<file path="src/hw/rtl/jmsc_pkg.sv">
// shared types and constants for the jpeg marker stream checker
package jmsc_pkg;

    localparam logic [7:0] MARK_PREFIX = 8'hff;
    localparam logic [7:0] MARK_SOI    = 8'hd8;
    localparam logic [7:0] MARK_EOI    = 8'hd9;
    localparam logic [7:0] MARK_SOS    = 8'hda;
    localparam logic [7:0] MARK_RST_LO = 8'hd0;
    localparam logic [7:0] MARK_RST_HI = 8'hd7;
    localparam logic [7:0] MARK_STUFF  = 8'h00;

    localparam logic [3:0] MIN_FILE_BYTES = 4'd8;
    localparam logic [2:0] MARKER_SPAN    = 3'd4;

    typedef enum logic [3:0] {
        STAT_OK             = 4'd0,
        STAT_BAD_START      = 4'd1,
        STAT_BAD_MARKER     = 4'd2,
        STAT_MARKER_CUT     = 4'd3,
        STAT_EARLY_END      = 4'd4,
        STAT_SEGMENT_CUT    = 4'd5,
        STAT_BAD_LENGTH     = 4'd6,
        STAT_NO_SCAN        = 4'd7,
        STAT_ENT_MARKER_CUT = 4'd8,
        STAT_BAD_ENT_MARKER = 4'd9,
        STAT_INCOMPLETE     = 4'd10
    } t_status;

    typedef enum logic [9:0] {
        PH_SOI0   = 10'b0000000001,
        PH_SOI1   = 10'b0000000010,
        PH_MSTART = 10'b0000000100,
        PH_FILL   = 10'b0000001000,
        PH_LENHI  = 10'b0000010000,
        PH_LENLO  = 10'b0000100000,
        PH_SKIP   = 10'b0001000000,
        PH_ENT    = 10'b0010000000,
        PH_EFF    = 10'b0100000000,
        PH_ERR    = 10'b1000000000
    } t_phase;

    typedef struct packed {
        logic    valid;
        t_status code;
    } t_verdict;

    function automatic logic is_rst(input logic [7:0] b);
        return (b >= MARK_RST_LO) && (b <= MARK_RST_HI);
    endfunction

endpackage

</file>
<file path="src/hw/rtl/jmsc_parser.sv">
// marker structure state machine and verdict logic, one byte per step
module jmsc_parser import jmsc_pkg::*; (
    input  logic       i_clk,
    input  logic       i_rst_n,
    input  logic       i_step,
    input  logic [7:0] i_byte,
    input  logic       i_eof,
    output t_verdict   o_verdict
);

    t_phase      r_phase,   n_phase;
    logic [7:0]  r_len_hi,  n_len_hi;
    logic [15:0] r_skip,    n_skip;
    t_status     r_err,     n_err;
    logic        r_ent,     n_ent;
    logic [3:0]  r_cnt,     n_cnt;
    logic [7:0]  r_marker,  n_marker;
    logic [2:0]  r_off,     n_off;

    logic        do_fail;
    t_status     fail_code;
    logic        seg_end;
    logic        eoi_ok;
    logic [15:0] seg_len;
    logic [15:0] skip_left;
    t_status     code;

    assign seg_len   = {r_len_hi, i_byte};
    assign skip_left = r_skip - 16'd1;

    always_comb begin
        n_phase   = r_phase;
        n_len_hi  = r_len_hi;
        n_skip    = r_skip;
        n_ent     = r_ent;
        n_marker  = r_marker;
        n_cnt     = (r_cnt < MIN_FILE_BYTES) ? r_cnt + 4'd1 : r_cnt;
        n_off     = (r_off < MARKER_SPAN) ? r_off + 3'd1 : r_off;
        do_fail   = 1'b0;
        fail_code = STAT_OK;
        seg_end   = 1'b0;
        eoi_ok    = 1'b0;
        case (r_phase)
            PH_SOI0: begin
                if (i_byte == MARK_PREFIX) begin
                    n_phase = PH_SOI1;
                end else begin
                    do_fail = 1'b1; fail_code = STAT_BAD_START;
                end
            end
            PH_SOI1: begin
                if (i_byte == MARK_SOI) begin
                    n_phase = PH_MSTART;
                    n_off   = 3'd0;
                end else begin
                    do_fail = 1'b1; fail_code = STAT_BAD_START;
                end
            end
            PH_MSTART: begin
                if (i_byte == MARK_PREFIX) begin
                    n_phase = PH_FILL;
                end else begin
                    do_fail = 1'b1; fail_code = STAT_BAD_MARKER;
                end
            end
            PH_FILL: begin
                if (i_byte == MARK_PREFIX) begin
                    n_phase = PH_FILL;
                end else if (i_byte == MARK_EOI || i_byte == MARK_STUFF || is_rst(i_byte)) begin
                    do_fail = 1'b1; fail_code = STAT_EARLY_END;
                end else begin
                    n_marker = i_byte;
                    n_phase  = PH_LENHI;
                end
            end
            PH_LENHI: begin
                n_len_hi = i_byte;
                n_phase  = PH_LENLO;
            end
            PH_LENLO: begin
                if (seg_len < 16'd2) begin
                    do_fail = 1'b1; fail_code = STAT_BAD_LENGTH;
                end else begin
                    n_skip = seg_len - 16'd2;
                    if (seg_len == 16'd2) begin
                        seg_end = 1'b1;
                    end else begin
                        n_phase = PH_SKIP;
                    end
                end
            end
            PH_SKIP: begin
                n_skip = skip_left;
                if (skip_left == 16'd0) begin
                    seg_end = 1'b1;
                end
            end
            PH_ENT: begin
                if (i_byte == MARK_PREFIX) begin
                    n_phase = PH_EFF;
                end else begin
                    n_ent = 1'b1;
                end
            end
            PH_EFF: begin
                if (i_byte == MARK_PREFIX) begin
                    n_phase = PH_EFF;
                end else if (i_byte == MARK_STUFF || is_rst(i_byte)) begin
                    n_phase = PH_ENT;
                end else if (i_byte == MARK_EOI && i_eof && r_ent) begin
                    eoi_ok = 1'b1;
                end else begin
                    do_fail = 1'b1; fail_code = STAT_BAD_ENT_MARKER;
                end
            end
            default: begin
                n_phase = PH_ERR;
            end
        endcase

        // end of segment: scan data after sos, otherwise the next marker
        if (seg_end) begin
            if (r_marker == MARK_SOS) begin
                n_phase = PH_ENT;
            end else begin
                n_phase = PH_MSTART;
                n_off   = 3'd0;
            end
        end

        n_err = r_err;
        if (do_fail) begin
            n_phase = PH_ERR;
            if (r_err == STAT_OK) begin
                n_err = fail_code;
            end
        end
    end

    always_comb begin
        if (n_cnt < MIN_FILE_BYTES) begin
            code = STAT_BAD_START;
        end else if (n_off < MARKER_SPAN) begin
            code = STAT_NO_SCAN;
        end else if (n_err != STAT_OK) begin
            code = n_err;
        end else if (eoi_ok) begin
            code = STAT_OK;
        end else if (seg_end) begin
            code = STAT_NO_SCAN;
        end else begin
            case (n_phase)
                PH_FILL:  code = STAT_MARKER_CUT;
                PH_LENHI: code = STAT_SEGMENT_CUT;
                PH_LENLO: code = STAT_SEGMENT_CUT;
                PH_SKIP:  code = STAT_BAD_LENGTH;
                PH_ENT:   code = STAT_INCOMPLETE;
                PH_EFF:   code = STAT_ENT_MARKER_CUT;
                default:  code = STAT_NO_SCAN;
            endcase
        end
    end

    assign o_verdict = '{valid: i_step && i_eof, code: code};

    always_ff @(posedge i_clk) begin
        if (!i_rst_n || (i_step && i_eof)) begin
            r_phase  <= PH_SOI0;
            r_len_hi <= 8'd0;
            r_skip   <= 16'd0;
            r_err    <= STAT_OK;
            r_ent    <= 1'b0;
            r_cnt    <= 4'd0;
            r_marker <= 8'd0;
            r_off    <= MARKER_SPAN;
        end else if (i_step) begin
            r_phase  <= n_phase;
            r_len_hi <= n_len_hi;
            r_skip   <= n_skip;
            r_err    <= n_err;
            r_ent    <= n_ent;
            r_cnt    <= n_cnt;
            r_marker <= n_marker;
            r_off    <= n_off;
        end
    end

endmodule

</file>
<file path="config.mk">
export PLATFORM = sky130hd
export DESIGN_NAME = jmsc_parser
export DESIGN_NICKNAME = d
export VERILOG_FILES = /design/src/hw/rtl/jmsc_pkg.sv /design/src/hw/rtl/jmsc_parser.sv
export SDC_FILE = /design/constraint.sdc
export NUM_CORES = 1
export LEC_CHECK = 0
export BUFFER_PORTS_ARGS = -buffer_cell sky130_fd_sc_hd__buf_2
export CAP_MARGIN = 10
export CORE_ASPECT_RATIO = 0.5
export CORE_MARGIN = 2
export CORE_UTILIZATION = 40
export DETAILED_ROUTE_END_ITERATION = 12
export PLACE_DENSITY = 0.53
export SYNTH_ARGS = -nofsm -noshare
export SYNTH_HDL_FRONTEND = slang
export SYNTH_SLANG_ARGS = --single-unit
</file>
<file path="constraint.sdc">
create_clock -name i_clk -period 6.7 [get_ports i_clk]
set_input_delay 0.335 -clock i_clk [delete_from_list [all_inputs] [get_ports i_clk]]
set_output_delay 0.335 -clock i_clk [all_outputs]
set_load 0.02 [all_outputs]
</file>
# Word-level counts from Yosys, hierarchy flattened
# Cells that the tools add are included.
[totals] out_inout_bits=5 regBits=54 input_bits=12
[op_classes] n_mux=57 reduce_logical=20 eq_ne=21 add_sub_neg=4 order_cmp=7 bitwise=2
[op_table] op="10-bit two-way mux" count=12
[op_table] op="10-bit case mux with 9 select lines" count=1
[op_table] op="4-bit two-way mux" count=11
[op_table] op="8-bit == test, second input constant" count=4
[op_table] op="16-bit case mux with 2 select lines" count=1
[op_table] op="3-bit two-way mux" count=8
[op_table] op="4-bit case mux with 6 select lines" count=1
[op_table] op="10-bit by 4-bit == test with 1-bit output, second input constant" count=2
[op_table] op="10-bit by 5-bit == test with 1-bit output, second input constant" count=2
[op_table] op="10-bit by 6-bit == test with 1-bit output, second input constant" count=2
[op_table] op="10-bit by 7-bit == test with 1-bit output, second input constant" count=2
[op_table] op="10-bit by 8-bit == test with 1-bit output, second input constant" count=2
[op_table] op="10-bit by 9-bit == test with 1-bit output, second input constant" count=2
[op_table] op="4-bit case mux with 5 select lines" count=1
[op_table] op="1-bit two-way mux" count=17
[op_table] op="16-bit by 2-bit == test with 1-bit output, second input constant" count=1
[op_table] op="16-bit logical NOT" count=1
[op_table] op="16-bit by 2-bit < comparator with 1-bit output, second input constant" count=1
[op_table] op="16-bit two-way mux" count=1
[op_table] op="16-bit by 1-bit subtractor with 16-bit output, second input constant" count=1
[op_table] op="16-bit by 2-bit subtractor with 16-bit output, second input constant" count=1
[op_table] op="10-bit by 1-bit == test with 1-bit output, second input constant" count=1
[op_table] op="10-bit by 2-bit == test with 1-bit output, second input constant" count=1
[op_table] op="10-bit by 3-bit == test with 1-bit output, second input constant" count=1
[op_table] op="other kinds (23)" count=34

# Longest topological paths before layout
# Gate-level depths: netlist of run 1.
[depth] word_depth=16 mapped_depth=12

# Worst setup path after synthesis of run 1
# Ideal clock, no wire load.
[synth_path] kind="flip-flop to output port" start="register r_skip[0]" end="output port o_verdict[0] in the netlist's numbering" t_arrival_ns=3.373 n_path_buf=2 stages_incl_launch_ff=13 required_time_ns=6.365 path_slack_ns=2.992 cell_sequence="dfxtp_1 -> clkbuf_1 -> inv_1 -> ha_1 -> clkbuf_1 -> or4b_2 -> xnor2_1 -> o31a_1 -> or4_1 -> o21ai_2 -> nor3_2 -> o21a_1 -> o311ai_1"
[synth_lines] item="start, declared" line="jmsc_parser.sv:13" text="logic [15:0] r_skip, n_skip;"
[synth_lines] item="start signal, assigned" line="jmsc_parser.sv:179" text="r_skip <= n_skip;"
[synth_lines] item="end, declared" line="jmsc_parser.sv:8" text="output t_verdict o_verdict"

==> results of run 1 <==
==> cell usage after synthesis (3+ instances only) <==
cell | instances | area (µm²)
a21oi_1 | 61 | 305
nand2_1 | 57 | 214
dfxtp_1 | 54 | 1080
nor2_1 | 44 | 165
clkbuf_1 | 29 | 109
o21ai_0 | 26 | 130
nor3_1 | 25 | 125
nand3_1 | 23 | 115
xnor2_1 | 12 | 105
inv_1 | 10 | 37.5
nand2b_1 | 10 | 62.6
a31oi_1 | 9 | 56.3
or3_1 | 9 | 56.3
and3_1 | 8 | 50.1
xor2_1 | 8 | 70.1
nor4_1 | 7 | 43.8
o22ai_1 | 7 | 43.8
buf_2 | 6 | 30.0
ha_1 | 6 | 75.1
nand4_1 | 6 | 37.5
a211oi_1 | 5 | 37.5
a21o_1 | 5 | 37.5
nor2b_1 | 5 | 31.3
o211ai_1 | 5 | 37.5
nand3b_1 | 4 | 30.0
nand4b_1 | 4 | 35.0
nor4b_1 | 4 | 35.0
o21a_1 | 4 | 30.0
or2_2 | 4 | 25.0
or4_1 | 4 | 30.0
a22oi_1 | 3 | 22.5
and2_1 | 3 | 18.8
and4_1 | 3 | 26.3
nor3b_1 | 3 | 22.5
o2111ai_1 | 3 | 26.3
==> layer usage <==
| layer | track usage (%) | vias up | wire length [µm] |
|---|---|---|---|
| met1 | 32.9 | 1731 | 5610 |
| li1 | - | 1857 | - |
| met2 | 34.7 | 91 | 4680 |
| met5 | 0 | - | 0 |
| met3 | 3.56 | 8 | 476 |
| met4 | 4.89 | 0 | 94 |
==> path summary, 6_finish.rpt <==
| path | depth (start not counted) | to |
|---|---|---|
| worst max-delay path | 11 | o_verdict[0] |
| worst min-delay path | 2 | r_phase[2] |
| worst max register to register | 10 | r_off[2] |
| worst min register to register | 2 | r_marker[1] |
==> kinds of logic after synthesis <==
group           Yosys count
simple gates            238
compound gates          148
flops                    54
buf+inv                  46
xor+xnor                 20
fa+ha+maj                 6
mux                       1
==> critical path, stage by stage (launching register included) <==
cell and delay (ns):
dfxtp_1 0.39, inv_1 0.08, ha_1 0.34, or4b_2 0.69
xnor2_1 0.15, o31a_1 0.25, or4_1 0.49, or3_1 0.37
a21oi_4 0.25, nor3_1 0.10, o311ai_1 0.12, buf_2 0.21
==> state kept, by name (all words and copies together) (netlist names) <==
| register | cells |
|---|---|
| r_phase | 10 |
| r_ent | 1 |
| r_cnt | 4 |
| r_len_hi | 8 |
| r_off | 3 |
| r_marker | 8 |
| r_skip | 16 |
| r_err | 4 |
==> power breakdown <==
part           leakage [nW]  internal, mW  switching, mW
Combinational         0.828        0.0217         0.0467
Clock                0.0771         0.177          0.125
Sequential            0.436         0.323        0.00348
==> area by class of cell <==
class | count | area, µm² | area share (%)
Multi-Input combinational cell | 413 | 2480 | 61.9
Sequential cell | 54 | 1080 | 27.0
Tap cell | 117 | 146 | 3.66
Clock buffer | 6 | 129 | 3.22
Timing Repair Buffer | 18 | 95.1 | 2.37
Clock inverter | 2 | 37.5 | 0.937
Inverter | 10 | 37.5 | 0.937
==> through the flow <==
step | std cells | utilization (%) | hold slack [ns]
3_3_place_gp | 612 | 43.2 | 0.441
5_1_grt | 620 | 45.1 | 0.267
3_5_place_dp | 612 | 43.2 | 0.443
2_1_floorplan | 513 | - | 0.431
4_1_cts | 620 | 45.1 | 0.262
6_report | 620 | 45.1 | 0.262
==> impl_metrics.yaml, run 1 <==
global_routing:
  grt_max_degree: 35
  grt_pass1_wl_um: 18000
  grt-ovfl-total: 0
  antenna_found_initial: 0
  grtUsageTotal_pct: 22.4
  grt_pass1_vias: 3427
run:
  maxCapViolCount: 0
placed_design:
  portBuffers: 16
  dpl_cell_area_mm2: 0.00384
  dpl.hpwl_um: 7750
  place_ws_ns: 2.96
  routabilityCongestion: 0.908
yosys:
  synth_top_family_by_area: "simple AND/OR/NAND/NOR gates"
  syn_nets: 531
  synth_seq_area_share_pct: 28.9
  synth_mux_area_share_pct: 0.268
  synth.avg_cell_area_um2: 7.29
  syn_area_mm2: 0.00374
  synthDistinctLibCells: 67
  synth_ff_type: "dfxtp_1"
  synth_xor_area_share_pct: 4.68
  synthCells: 513
  yosys.area_share.simple_pct: 34.4
  synth_compound_area_share_pct: 24.8
  synth_edf_count: 0
  ys_seq_elements: 54
  synthArstFlopShare_pct: 0
  synth_fa_ha_area_share_pct: 2.01
  yosys_warnings: 0
sta:
  setup_ws_ns: 2.61
  hold_viol_final: 0
  clock_skew_ns: 0.00812
  maxSlewHeadroom_pct: 40.0
  setup_viol: 0
  rsz0062_at_grt: "false"
  fmax_mhz: 244
  tightest_slew_ns: 0.891
  slew_viol_final: 0
  fin_crit_sh_pct: 61.1
  final.min_clock_period_ns: 4.09
  timing.setup.tns_ns: 0
setup_path:
  critPathCaptureType: "primary output"
  startpoint: "r_skip[0]"
  required_ns: 6.36
  critPathLaunchType: "register"
  arrival_ns: 3.76
  crit-reg2reg-launch: "r_skip[0]"
  worstSetupPathType: "register to primary output"
  crit_fanout: 10
  rrSetupSlack_ns: 3.22
clocking:
  cts.sinks: 54
  post_cts_resized: 0
  cts_root_buf: "clkbuf_16"
  hold_buffers: 0
  cts_max_path_buffers: 2
  cts_buffers: 5
  clkTransAtPathRegs_ns: 0.08
  cts_tree: "built"
  clk_latency_ns: 0.30
  htreeDepth: 2
  post_cts_buffers: 0
route:
  post_drt_wl_per_cell_um: 17.5
  routed_via_density: 5.95
  vias: 3687
  antenna_left: 0
  drt_iter0_drc: 335
  drtPass1Iterations: 5
  routed_wl_um: 10900
  drc: 0
finish:
  n_fill_cell: 923
  nets: 520
  syn_to_final_growth_pct: 7.06
  finalInstanceArea_mm2: 0.00401
  layout_commonest_cell: "a21oi_1"
  num_antenna_cells: 0
  drive_gt1_share_pct: 8.75
  mostFrequentLayoutCells: "61 x a21oi_1, 57 x nand2_1, 54 x dfxtp_1"
pwr:
  p_leak_nw: 1.34
  power_density_mw_per_mm2: 174
  finalPower_uw: 697
  peakVddDrop_mv: 0.131
worst_hold_path:
  worstHoldStart: "i_rst_n"
  min_path_type: "primary input to register"
floorplanning:
  initial_utilization_pct: 42.1
  coreArea_mm2: 0.00889
  dieArea_mm2: 0.0102
  io_pins: 17
  fp-row-count: 24
  die_height_um: 72.4
  die_w_um: 141
status:
  run_status: "completed"
(Power assumes the default switching activity.)
==> inputs of run 2 (changes only) <==
clock period = 4.2 ns   (was 6.7 ns; I/O delays follow)
==> run 2 against run 1 <==
Setup slack worse by 2.4 ns. Clock-buffer cell count did not move. Total power increased by 70%. Flip-flop and latch count stayed put. Critical endpoint is now o_verdict[1]. Highest routed layer unchanged. Wire length up 0.38%. Largest power group is now clock. Clock power up 84%.
==> impl_metrics.yaml, run 2 (synthesis results as in run 1) <==
setup_path:
  reg2regPathDepth: 10
  crit_path_end: "o_verdict[1]"
  crit-reg2reg-launch: "r_skip[0]"
  rr_endpoint: "r_off[2]"
  arrival_ns: 3.74
  worstSetupPathType: "register to primary output"
  required_ns: 3.99
  critPathCaptureType: "primary output"
  crit_fanout: 10
  critPathLaunchType: "register"
  rrSetupSlack_ns: 0.76
  startpoint: "r_skip[0]"
sta:
  setup_viol: 0
  tightest_slew_ns: 0.746
  setup_ws_ns: 0.255
  hold_viol_final: 0
  timing.setup.tns_ns: 0
  fmax_mhz: 253
  slew_viol_final: 0
  clock_skew_ns: 0.00665
  maxSlewHeadroom_pct: 50.2
  fin_crit_sh_pct: 93.9
  rsz0062_at_grt: "false"
  final.min_clock_period_ns: 3.95
floorplanning:
  die_w_um: 141
  coreArea_mm2: 0.00889
  dieArea_mm2: 0.0102
  die_height_um: 72.4
  io_pins: 17
  fp-row-count: 24
  initial_utilization_pct: 42.1
clocking:
  post_cts_resized: 0
  cts_max_path_buffers: 2
  hold_buffers: 0
  cts_tree: "built"
  post_cts_buffers: 0
  cts.sinks: 54
  clk_latency_ns: 0.30
  htreeDepth: 2
  cts_buffers: 5
  cts_root_buf: "clkbuf_16"
  clkTransAtPathRegs_ns: 0.07
route:
  met3_length_um: 623
  drt_iter0_drc: 250
  routed_via_density: 5.92
  routed_wl_um: 10900
  drtPass1Iterations: 5
  post_drt_wl_per_cell_um: 17.4
  dr_wl_met2_um: 4530
  drc: 0
  vias: 3702
  antenna_left: 0
  top_layer: "met4"
  wl_met1_um: 5650
finish:
  fin_util_pct: 45.8
  drive_gt1_share_pct: 9.84
  largest-register: "r_skip"
  syn_to_final_growth_pct: 8.93
  largest_reg_flops: 16
  num_antenna_cells: 0
  layout_commonest_cell: "a21oi_1"
  nets: 525
  mostFrequentLayoutCells: "61 x a21oi_1, 57 x nand2_1, 54 x dfxtp_1"
  top_regs: "r_skip (16), r_phase (10)"
pwr:
  peakVddDrop_mv: 0.150
  power_density_mw_per_mm2: 291
  finalPower_mw: 1.19
  p_leak_nw: 1.38
global_routing:
  grt_max_degree: 32
  grt-ovfl-total: 0
  antenna_found_initial: 0
  grt_pass1_vias: 3380
  grt_pass1_wl_um: 18000
  grtUsageTotal_pct: 22.2
placed_design:
  routabilityCongestion: 0.975
  dpl.hpwl_um: 8010
  place_ws_ns: 0.593
  portBuffers: 16
worst_hold_path:
  worstHoldStart: "i_rst_n"
  min_path_type: "primary input to register"
run:
  maxCapViolCount: 0
status:
  run_status: "completed"
==> run 2: cell count changes in the layout (fill, tap and decap cells not counted) <==
cell	delta
clkbuf_8	+1
clkinvlp_4	-1
buf_4	+5
clkbuf_1	-1
bufinv_16	+1
==> run 2: where the power goes <==
group          switching [mW]  leakage (nW)  total [mW]  internal [mW]
Clock                   0.197        0.0971       0.555          0.358
Sequential            0.00566         0.436       0.521          0.515
Combinational          0.0759         0.852       0.111         0.0356
Total                   0.278          1.38        1.19          0.909
==> run 2: area by class of cell <==
type	instances	area [µm²]
well taps	117	146
clock inverters	2	60.1
repair buffers	23	133
multi-input cells	413	2480
inverters	10	37.5
flip-flops and latches	54	1080
clock buffers	6	139
fillers	924	4810
==> run 2: per-layer routing <==
metal | vias to the layer above | track usage (%)
met4 | 0 | 3.89
li1 | 1864 | -
met3 | 9 | 5.08
met1 | 1738 | 32.7
met2 | 91 | 33.6
met5 | - | 0
==> run 2: worst min-delay path by stage <==
stage | endpoint | slack, ns | cells past startpoint
floorplan | r_phase[2] | 0.33 | 1
global placement | r_marker[1] | 0.44 | 2
detailed placement | r_marker[1] | 0.45 | 2
CTS | r_phase[2] | 0.15 | 2
global route | r_phase[2] | 0.15 | 2
finish | r_phase[2] | 0.15 | 2
==> run 2: metrics by stage <==
step	cell area, µm²	std cells	hold WS, ns
6_report	4080	625	0.150
5_1_grt	4080	625	0.153
4_1_cts	4080	625	0.150
3_5_place_dp	3880	617	0.445
3_3_place_gp	3880	617	0.443
2_1_floorplan	3740	513	0.328
==> run 2: worst max-delay path: stages, from the launching register on <==
cell	delay, ns
dfxtp_1	0.39
inv_1	0.09
ha_1	0.32
or4b_2	0.68
xnor2_1	0.16
o31a_1	0.26
or4_1	0.49
or3_1	0.37
a21oi_4	0.26
nor4_1	0.09
o22ai_1	0.15
buf_2	0.19
